==> config.mk <==
export PLATFORM = sky130hd
export DESIGN_NAME = cycle_notation_lexer_top_flat
export DESIGN_NICKNAME = d
export VERILOG_FILES = /design/src/rtl/clex_pkg.sv /design/src/rtl/clex_in_if.sv /design/src/rtl/clex_out_if.sv /design/src/rtl/clex_core.sv /design/src/rtl/clex_outbuf.sv /design/src/rtl/cycle_notation_lexer_top.sv /design/src/flat_wrapper.sv
export SDC_FILE = /design/constraint.sdc
export NUM_CORES = 1
export LEC_CHECK = 0
export BUFFER_PORTS_ARGS = -buffer_cell sky130_fd_sc_hd__buf_2
export CORE_AREA = 2 2 103 105
export CTS_BUF_LIST = sky130_fd_sc_hd__clkbuf_2 sky130_fd_sc_hd__clkbuf_4 sky130_fd_sc_hd__clkbuf_8
export DETAILED_ROUTE_END_ITERATION = 7
export DIE_AREA = 0 0 105 107
export PLACE_DENSITY_LB_ADDON = 0.3
export SYNTH_ARGS = -nofsm -noshare
export SYNTH_HDL_FRONTEND = slang
export SYNTH_HIERARCHICAL = 1
export SYNTH_SLANG_ARGS = --single-unit
==> constraint.sdc <==
create_clock -name clk -period 9.6 [get_ports clk]
set_clock_uncertainty 0.2 [all_clocks]
set_input_delay 1.92 -clock clk [delete_from_list [all_inputs] [get_ports clk]]
set_output_delay 1.92 -clock clk [all_outputs]
set_load 0.05 [all_outputs]
==> src/rtl/clex_pkg.sv <==
// Package for the cycle-notation lexer: token codes, character codes and
// the token and step types that pass between the lexer core and the output buffer.
// No dependencies.
package clex_pkg;

  localparam int VALUE_BITS_DEF = 16;

  typedef logic [1:0] kind_t;

  localparam kind_t KIND_NUM   = 2'd0;
  localparam kind_t KIND_OPEN  = 2'd1;
  localparam kind_t KIND_CLOSE = 2'd2;
  localparam kind_t KIND_BAD   = 2'd3;

  localparam logic [7:0] CH_EOS   = 8'h00;
  localparam logic [7:0] CH_NL    = 8'h0A;
  localparam logic [7:0] CH_SPACE = 8'h20;
  localparam logic [7:0] CH_OPEN  = 8'h28;
  localparam logic [7:0] CH_CLOSE = 8'h29;
  localparam logic [7:0] CH_ZERO  = 8'h30;
  localparam logic [7:0] CH_NINE  = 8'h39;

  localparam logic [7:0] DIGITS_MAX = 8'hFF;

  typedef struct packed {
    kind_t       kind;
    logic [15:0] value;
    logic [7:0]  digit_count;
    logic [7:0]  bad_char;
    logic        overflow;
    logic        last;
  } tok_t;

  // Tokens caused by one character: cnt of 0..2, first in a, second in b.
  typedef struct packed {
    logic [1:0] cnt;
    tok_t       a;
    tok_t       b;
  } step_t;

endpackage

==> src/rtl/clex_in_if.sv <==
// Input channel of the lexer: one character byte per transaction.
// Depends on nothing.
interface clex_in_if;
  logic       valid;
  logic       ready;
  logic [7:0] ch;

  modport source (output valid, output ch, input ready);
  modport sink (input valid, input ch, output ready);
endinterface

==> src/rtl/clex_out_if.sv <==
// Result channel of the lexer: one token per transaction.
// Depends on clex_pkg.
interface clex_out_if;
  import clex_pkg::*;

  logic        valid;
  logic        ready;
  kind_t       kind;
  logic [15:0] value;
  logic [7:0]  digit_count;
  logic [7:0]  bad_char;
  logic        overflow;
  logic        last;

  modport source (output valid, output kind, output value, output digit_count,
                  output bad_char, output overflow, output last, input ready);
  modport sink (input valid, input kind, input value, input digit_count,
                input bad_char, input overflow, input last, output ready);
endinterface

==> src/rtl/clex_core.sv <==
// Lexer core: state and number accumulator registers, and the single-pass
// logic that turns one character into zero, one or two tokens.
// Depends on clex_pkg.
module clex_core #(
  parameter int VALUE_BITS = clex_pkg::VALUE_BITS_DEF
) (
  input  logic            clk,
  input  logic            rst_n,
  input  logic            accept,
  input  logic [7:0]      ch,
  output clex_pkg::step_t step
);
  import clex_pkg::*;

  localparam logic [1:0] ST_IDLE = 2'd0;
  localparam logic [1:0] ST_NUM  = 2'd1;
  localparam logic [1:0] ST_HALT = 2'd2;
  localparam int PW = VALUE_BITS + 4;

  logic [1:0]            state_r, state_nxt;
  logic [VALUE_BITS-1:0] acc_value_r, acc_value_nxt;
  logic [7:0]            acc_digits_r, acc_digits_nxt;
  logic                  acc_ovf_r, acc_ovf_nxt;

  logic                  in_num, halted, is_digit, is_delim, is_paren;
  logic [VALUE_BITS-1:0] base_val;
  logic [7:0]            base_dig;
  logic                  base_ovf;
  logic [PW-1:0]         prod;
  logic                  sat;
  logic [VALUE_BITS+15:0] val_ext;
  tok_t                  num_tok, paren_tok;

  always_comb begin
    in_num   = (state_r == ST_NUM);
    halted   = (state_r == ST_HALT);
    is_digit = ch inside {[CH_ZERO:CH_NINE]};
    is_paren = ch inside {CH_OPEN, CH_CLOSE};
    is_delim = ch inside {CH_SPACE, CH_NL, CH_EOS, CH_OPEN, CH_CLOSE};

    base_val = in_num ? acc_value_r : '0;
    base_dig = in_num ? acc_digits_r : 8'd0;
    base_ovf = in_num ? acc_ovf_r : 1'b0;

    // value * 10 + digit as two shifts; the top four bits flag saturation
    prod = ({4'b0, base_val} << 3) + ({4'b0, base_val} << 1) + PW'(ch[3:0]);
    sat  = |prod[PW-1:VALUE_BITS];

    val_ext = {16'b0, acc_value_r};

    num_tok.kind        = KIND_NUM;
    num_tok.value       = val_ext[15:0];
    num_tok.digit_count = acc_digits_r;
    num_tok.bad_char    = 8'd0;
    num_tok.overflow    = acc_ovf_r;
    num_tok.last        = 1'b1;

    paren_tok      = '0;
    paren_tok.kind = (ch == CH_OPEN) ? KIND_OPEN : KIND_CLOSE;
    paren_tok.last = 1'b1;
  end

  always_comb begin
    state_nxt      = state_r;
    acc_value_nxt  = acc_value_r;
    acc_digits_nxt = acc_digits_r;
    acc_ovf_nxt    = acc_ovf_r;
    step           = '0;

    if (halted) begin
      if (ch == CH_EOS) begin
        state_nxt      = ST_IDLE;
        acc_value_nxt  = '0;
        acc_digits_nxt = 8'd0;
        acc_ovf_nxt    = 1'b0;
      end
    end else if (is_digit) begin
      acc_value_nxt  = sat ? '1 : prod[VALUE_BITS-1:0];
      acc_ovf_nxt    = base_ovf | sat;
      acc_digits_nxt = (base_dig == DIGITS_MAX) ? base_dig : base_dig + 8'd1;
      state_nxt      = ST_NUM;
    end else if (is_delim) begin
      if (in_num) begin
        step.a      = num_tok;
        step.a.last = !is_paren;
        step.cnt    = 2'd1;
      end
      if (is_paren) begin
        if (in_num) begin
          step.b   = paren_tok;
          step.cnt = 2'd2;
        end else begin
          step.a   = paren_tok;
          step.cnt = 2'd1;
        end
      end
      state_nxt      = ST_IDLE;
      acc_value_nxt  = '0;
      acc_digits_nxt = 8'd0;
      acc_ovf_nxt    = 1'b0;
    end else begin
      // invalid character carries any pending digits, then halt until end of string
      if (in_num) begin
        step.a = num_tok;
      end
      step.a.kind     = KIND_BAD;
      step.a.bad_char = ch;
      step.a.last     = 1'b1;
      step.cnt        = 2'd1;
      state_nxt       = ST_HALT;
      acc_value_nxt   = '0;
      acc_digits_nxt  = 8'd0;
      acc_ovf_nxt     = 1'b0;
    end
  end

  always_ff @(posedge clk) begin
    if (!rst_n) begin
      state_r      <= ST_IDLE;
      acc_value_r  <= '0;
      acc_digits_r <= 8'd0;
      acc_ovf_r    <= 1'b0;
    end else if (accept) begin
      state_r      <= state_nxt;
      acc_value_r  <= acc_value_nxt;
      acc_digits_r <= acc_digits_nxt;
      acc_ovf_r    <= acc_ovf_nxt;
    end
  end

  a_two_tok_shape: assert property (@(posedge clk) disable iff (!rst_n)
    step.cnt == 2'd2 |-> step.a.kind == KIND_NUM && !step.a.last && step.b.last)
    else $error("two-token step with wrong token shape");

  a_halt_silent: assert property (@(posedge clk) disable iff (!rst_n)
    halted |-> step.cnt == 2'd0)
    else $error("token produced while halted");

  a_digit_enters_num: assert property (@(posedge clk) disable iff (!rst_n)
    accept && is_digit && !halted |=> state_r == ST_NUM)
    else $error("digit did not enter number state");

endmodule

==> src/rtl/clex_outbuf.sv <==
// Output buffer: result register plus one pending slot for the second token
// of a character that ends a number with a parenthesis.
// Depends on clex_pkg.
module clex_outbuf (
  input  logic            clk,
  input  logic            rst_n,
  input  logic            push,
  input  clex_pkg::step_t step,
  output logic            in_ready,
  output logic            out_valid,
  input  logic            out_ready,
  output clex_pkg::tok_t  out_tok
);
  import clex_pkg::*;

  logic out_valid_r, pend_valid_r;
  tok_t out_tok_r, pend_tok_r;
  logic pop;

  assign pop       = out_valid_r && out_ready;
  assign in_ready  = !pend_valid_r && (!out_valid_r || out_ready);
  assign out_valid = out_valid_r;
  assign out_tok   = out_tok_r;

  always_ff @(posedge clk) begin
    if (!rst_n) begin
      out_valid_r  <= 1'b0;
      pend_valid_r <= 1'b0;
    end else if (push && step.cnt != 2'd0) begin
      out_valid_r  <= 1'b1;
      pend_valid_r <= (step.cnt == 2'd2);
    end else if (pop) begin
      out_valid_r  <= pend_valid_r;
      pend_valid_r <= 1'b0;
    end
  end

  always_ff @(posedge clk) begin
    if (push && step.cnt != 2'd0) begin
      out_tok_r  <= step.a;
      pend_tok_r <= step.b;
    end else if (pop && pend_valid_r) begin
      out_tok_r <= pend_tok_r;
    end
  end

  a_pend_behind_out: assert property (@(posedge clk) disable iff (!rst_n)
    pend_valid_r |-> out_valid_r)
    else $error("pending token without a token in the result register");

  a_two_fills_pend: assert property (@(posedge clk) disable iff (!rst_n)
    push && step.cnt == 2'd2 |=> pend_valid_r && out_valid_r)
    else $error("second token not held");

  a_no_push_over_pend: assert property (@(posedge clk) disable iff (!rst_n)
    push |-> !pend_valid_r && (!out_valid_r || pop))
    else $error("transaction accepted over a held token");

endmodule

==> src/rtl/cycle_notation_lexer_top.sv <==
// Cycle-notation lexer, top level: one character per input transaction.
// The first token a character yields is on the result port in the cycle after the character is accepted.
// Throughput: one character per cycle while the result port is ready; a character that closes a number with a
// parenthesis yields two tokens and holds input off while the second waits in the pending slot.
// Reset (synchronous, active low) returns the lexer to idle, clears the accumulator and empties the buffer.
module cycle_notation_lexer_top #(
  parameter int VALUE_BITS = clex_pkg::VALUE_BITS_DEF
) (
  input logic clk,
  input logic rst_n,
  clex_in_if.sink    in_chan,
  clex_out_if.source out_chan
);
  import clex_pkg::*;

  logic  in_ready;
  logic  accept;
  step_t step;
  tok_t  out_tok;
  logic  out_valid;

  assign in_chan.ready = in_ready;
  assign accept        = in_chan.valid && in_ready;

  clex_core #(
    .VALUE_BITS(VALUE_BITS)
  ) u_core (
    .clk    (clk),
    .rst_n  (rst_n),
    .accept (accept),
    .ch     (in_chan.ch),
    .step   (step)
  );

  clex_outbuf u_outbuf (
    .clk       (clk),
    .rst_n     (rst_n),
    .push      (accept),
    .step      (step),
    .in_ready  (in_ready),
    .out_valid (out_valid),
    .out_ready (out_chan.ready),
    .out_tok   (out_tok)
  );

  assign out_chan.valid       = out_valid;
  assign out_chan.kind        = out_tok.kind;
  assign out_chan.value       = out_tok.value;
  assign out_chan.digit_count = out_tok.digit_count;
  assign out_chan.bad_char    = out_tok.bad_char;
  assign out_chan.overflow    = out_tok.overflow;
  assign out_chan.last        = out_tok.last;

endmodule
==> src/flat_wrapper.sv <==
// flat-port wrapper written by rule: the top's interface ports become plain ports
module cycle_notation_lexer_top_flat import clex_pkg::*;
#(
  parameter int VALUE_BITS = clex_pkg::VALUE_BITS_DEF
)
  (clk, rst_n, in_chan_valid, in_chan_ch, in_chan_ready, out_chan_valid, out_chan_kind, out_chan_value, out_chan_digit_count, out_chan_bad_char, out_chan_overflow, out_chan_last, out_chan_ready);
  clex_in_if in_chan_i ();
  clex_out_if out_chan_i ();
  input logic clk;
  input logic rst_n;
  input wire logic [$bits(in_chan_i.valid)-1:0] in_chan_valid;
  input wire logic [$bits(in_chan_i.ch)-1:0] in_chan_ch;
  output wire logic [$bits(in_chan_i.ready)-1:0] in_chan_ready;
  output wire logic [$bits(out_chan_i.valid)-1:0] out_chan_valid;
  output wire logic [$bits(out_chan_i.kind)-1:0] out_chan_kind;
  output wire logic [$bits(out_chan_i.value)-1:0] out_chan_value;
  output wire logic [$bits(out_chan_i.digit_count)-1:0] out_chan_digit_count;
  output wire logic [$bits(out_chan_i.bad_char)-1:0] out_chan_bad_char;
  output wire logic [$bits(out_chan_i.overflow)-1:0] out_chan_overflow;
  output wire logic [$bits(out_chan_i.last)-1:0] out_chan_last;
  input wire logic [$bits(out_chan_i.ready)-1:0] out_chan_ready;
  assign in_chan_i.valid = in_chan_valid;
  assign in_chan_i.ch = in_chan_ch;
  assign in_chan_ready = in_chan_i.ready;
  assign out_chan_valid = out_chan_i.valid;
  assign out_chan_kind = out_chan_i.kind;
  assign out_chan_value = out_chan_i.value;
  assign out_chan_digit_count = out_chan_i.digit_count;
  assign out_chan_bad_char = out_chan_i.bad_char;
  assign out_chan_overflow = out_chan_i.overflow;
  assign out_chan_last = out_chan_i.last;
  assign out_chan_i.ready = out_chan_ready;
  cycle_notation_lexer_top #(.VALUE_BITS(VALUE_BITS)) u_core (.clk(clk), .rst_n(rst_n), .in_chan(in_chan_i), .out_chan(out_chan_i));
endmodule
==> results.toml <==
[routing]
final_antenna_net_count = 0
avgRoutedWirePerCell_um = 16.40
wirelength_mm = 11.64
avgViaCountPerCell = 5.621
drcViolationCount = 0
drt_iter0_drc = 259
drt-pass1-iter-count = 4
dr_total_vias = 3991

[grt]
globalRoute.totalOverflow = 0
global_route_wire_length_before_repair_mm = 19.31
global_route.usage.total = 0.2190
grt_start_max_net_pins = 40
initial_antenna_violation_count = 0
number_of_global_route_vias_before_repair = 3899

[die]
die_h_um = 107
floorplan.initialDensity = 0.5880
core.rowCount = 37
coreArea_mm2 = 0.01009
die_w_um = 105
top_level_ports = 50
fp.dieArea_mm2 = 0.01124

[clock_tree]
cts_root_buf = "sky130_fd_sc_hd__clkbuf_8"
postCtsSetupRepairBufs = 0
cts_repair_resize_count = 0
clock_path_buffers = 2
cts_inserted_buffers = 9
cts_tree = "done"
worst_setup_hold_path_clk_slew_ps = 90
clkLatencyLatePin_ps = 370
cts_htree_levels = 3
numClockSinks = 101
cts_hold_buf = 0

[timing]
finalCritPeriodShare = 0.5215
timing.final.max_slew_violations = 0
finalSetupTns_ps = 0
report.final.setup_viol = 0
rsz0062_at_grt = "no"
final_period_minus_worst_setup_slack_ps = 5007
max-slew-margin-rel = 0.1607
actual_slew_at_the_worst_max_slew_pin_ps = 1254
final.setup.worst_slack_ps = 4593
whs_ps = 321.3
maxClockFrequency_mhz = 199.7
timing_hold_violations_final = 0

[flow_run]
cap_violations = 0

[placed_design]
place_worst_setup_slack_ps = 4218
gp_congestion = 0.9032
instance_count_after_placement_with_tap_cells_included = 694
dpl_cell_area_mm2 = 0.006075
portBuffers = 49
place_hpwl_mm = 8.372

[cells_and_area]
final-instance-count-excl-fill = 710
n_antenna_cell = 0
design_area_mm2 = 0.006307
post_route_cells_drive_above_1_share = 0.2300
n_fill_cell = 833
final_net_count = 616
syn_to_final_growth_pct = 6.283
post_route_core_utilization = 0.6250

[synth]
synth-warning-count = 6
dominantRegCellSynth = "sky130_fd_sc_hd__edfxtp_1"
async_reset_ff_frac = 0
netlist.area_leader.share = 0.3643
synthesis.instances = 531
ys_top_cells_by_area = "sky130_fd_sc_hd__edfxtp_1 36%, sky130_fd_sc_hd__dfxtp_1 9.8%, sky130_fd_sc_hd__ha_1 7.2%"
synth_cell_types = 67
synth.most_common_cell = "sky130_fd_sc_hd__edfxtp_1"
synth_enable_flop_cells = 72
synth.cell_area_mm2 = 0.005934
post_synth.cell_area_avg_um2 = 11.18
post-synth-top-area-cell = "sky130_fd_sc_hd__edfxtp_1"
yosysSeqAreaShare = 0.4622
synth_seq_cells = 101
synth.top_cells.by_count = "72 x sky130_fd_sc_hd__edfxtp_1, 51 x sky130_fd_sc_hd__and2_1, 49 x sky130_fd_sc_hd__a21oi_1, 40 x sky130_fd_sc_hd__buf_4, 34 x sky130_fd_sc_hd__ha_1"

[worst_setup_path]
critPathLaunchType = "input port"
path_cells = "buf_2, xnor2_1, ha_1, inv_1, fa_1, nor2b_4, o31a_4, a41oi_4, o41ai_2, mux2i_1, nor3_4, a311oi_1"
worst_ep_required_time_ps = 9600
critPathArrivalTime_ps = 5010
cpMaxStageDelayCell = "sky130_fd_sc_hd__nor3_4"
timing.setup.critical_path_class = "in -> reg"
crit_path_max_fanout = 16
critical_path.max_stage_delay_ps = 790
cp-end-kind = "flop"

[pwr]
cellPowerDensity_mw_per_mm2 = 150.4
design_power_total_mw = 0.9487
cellLeakagePower_nw = 2.670
vdd.ir_drop.worst_v = 0.00008042

[status]
outcome = "finished, final reports clean"

[min_path]
min-delay-path-class = "reg -> reg"
## cell families after synthesis
| logic type | Yosys count | synth area share |
|---|---|---|
| simple gates | 141 | 0.1337 |
| flops | 101 | 0.4622 |
| other cells | 1 | 0.0006319 |
| xor+xnor | 13 | 0.01919 |
| mux | 38 | 0.07611 |
| compound gates | 128 | 0.1489 |
| buf+inv | 74 | 0.08433 |
| fa+ha+maj | 35 | 0.07506 |
## cell usage in the layout (no fill, tap or decap), types with 3 or more instances in the layout
| cell type | count |
|---|---|
| sky130_fd_sc_hd__a211oi_1 | 3 |
| sky130_fd_sc_hd__a211oi_2 | 8 |
| sky130_fd_sc_hd__a21o_1 | 9 |
| sky130_fd_sc_hd__a21oi_1 | 49 |
| sky130_fd_sc_hd__a21oi_2 | 3 |
| sky130_fd_sc_hd__a311oi_1 | 5 |
| sky130_fd_sc_hd__a31oi_1 | 5 |
| sky130_fd_sc_hd__and2_1 | 51 |
| sky130_fd_sc_hd__and3_1 | 4 |
| sky130_fd_sc_hd__buf_2 | 49 |
| sky130_fd_sc_hd__buf_4 | 5 |
| sky130_fd_sc_hd__clkbuf_8 | 11 |
| sky130_fd_sc_hd__conb_1 | 33 |
| sky130_fd_sc_hd__dfxtp_1 | 29 |
| sky130_fd_sc_hd__edfxtp_1 | 72 |
| sky130_fd_sc_hd__ha_1 | 34 |
| sky130_fd_sc_hd__inv_1 | 15 |
| sky130_fd_sc_hd__mux2_2 | 29 |
| sky130_fd_sc_hd__mux2_4 | 7 |
| sky130_fd_sc_hd__nand2_1 | 22 |
| sky130_fd_sc_hd__nand2b_1 | 7 |
| sky130_fd_sc_hd__nand3_1 | 9 |
| sky130_fd_sc_hd__nand4_1 | 3 |
| sky130_fd_sc_hd__nor2_1 | 24 |
| sky130_fd_sc_hd__nor3_1 | 4 |
| sky130_fd_sc_hd__o21ai_0 | 20 |
| sky130_fd_sc_hd__xnor2_1 | 9 |
| sky130_fd_sc_hd__xor2_1 | 4 |
## per-layer routing
metal	wire length [µm]	track usage	vias up
li1	-	-	1951
met1	5438	0.2927	1921
met2	5552	0.3590	106
met3	465	0.04134	13
met4	187	0.07619	0
met5	0	0	-
## layout make-up
cell class	count	area, µm²	area share
Multi-Input combinational cell	388	2823	0.4475
Sequential cell	101	2743	0.4348
Timing Repair Buffer	54	282.8	0.04483
Tap cell	136	170.2	0.02698
Clock buffer	11	151.4	0.02400
Clock inverter	5	81.33	0.01289
Inverter	15	56.30	0.008927
## path summary, 6_finish.rpt
check	start	endpoint	slack [ps]	cells after the start
setup / recovery	in_chan_ch[3]	u_core/u_core/acc_value_r[13]$_SDFFE_PN0P_	4590	12
hold / removal	u_core/u_core/acc_value_r[14]$_SDFFE_PN0P_	u_core/u_core/acc_value_r[14]$_SDFFE_PN0P_	320	2
setup reg to reg	u_core/u_core/state_r[1]$_SDFFE_PN0P_	u_core/u_core/acc_value_r[13]$_SDFFE_PN0P_	4880	14
hold reg to reg	u_core/u_core/acc_value_r[14]$_SDFFE_PN0P_	u_core/u_core/acc_value_r[14]$_SDFFE_PN0P_	320	2
## registers in the layout (all words and copies together) (netlist names)
| signal | cells |
|---|---|
| u_core/u_core/state_r | 2 |
| u_core/u_outbuf/pend_tok_r | 36 |
| u_core/u_core/acc_ovf_r | 1 |
| u_core/u_outbuf/out_tok | 36 |
| u_core/u_core/acc_value_r | 16 |
| u_core/u_outbuf/out_valid | 1 |
| u_core/u_core/acc_digits_r | 8 |
| u_core/u_outbuf/pend_valid_r | 1 |
## critical path, delay by kind of cell
kind                       cells  cell delay, ps
buffers and inverters          2             210
adders and majority gates      2             790
AOI/OAI and AO/OA              4             800
xor gates and xnor gates       1             140
and+or+nand+nor                2             940
muxes                          1             180
## power breakdown
group,switching [mW],internal [mW]
registers,0.00638,0.500
clock network,0.146,0.161
logic,0.0979,0.0374
total,0.250,0.699
Note: power is estimated with default switching activity, not from simulation.
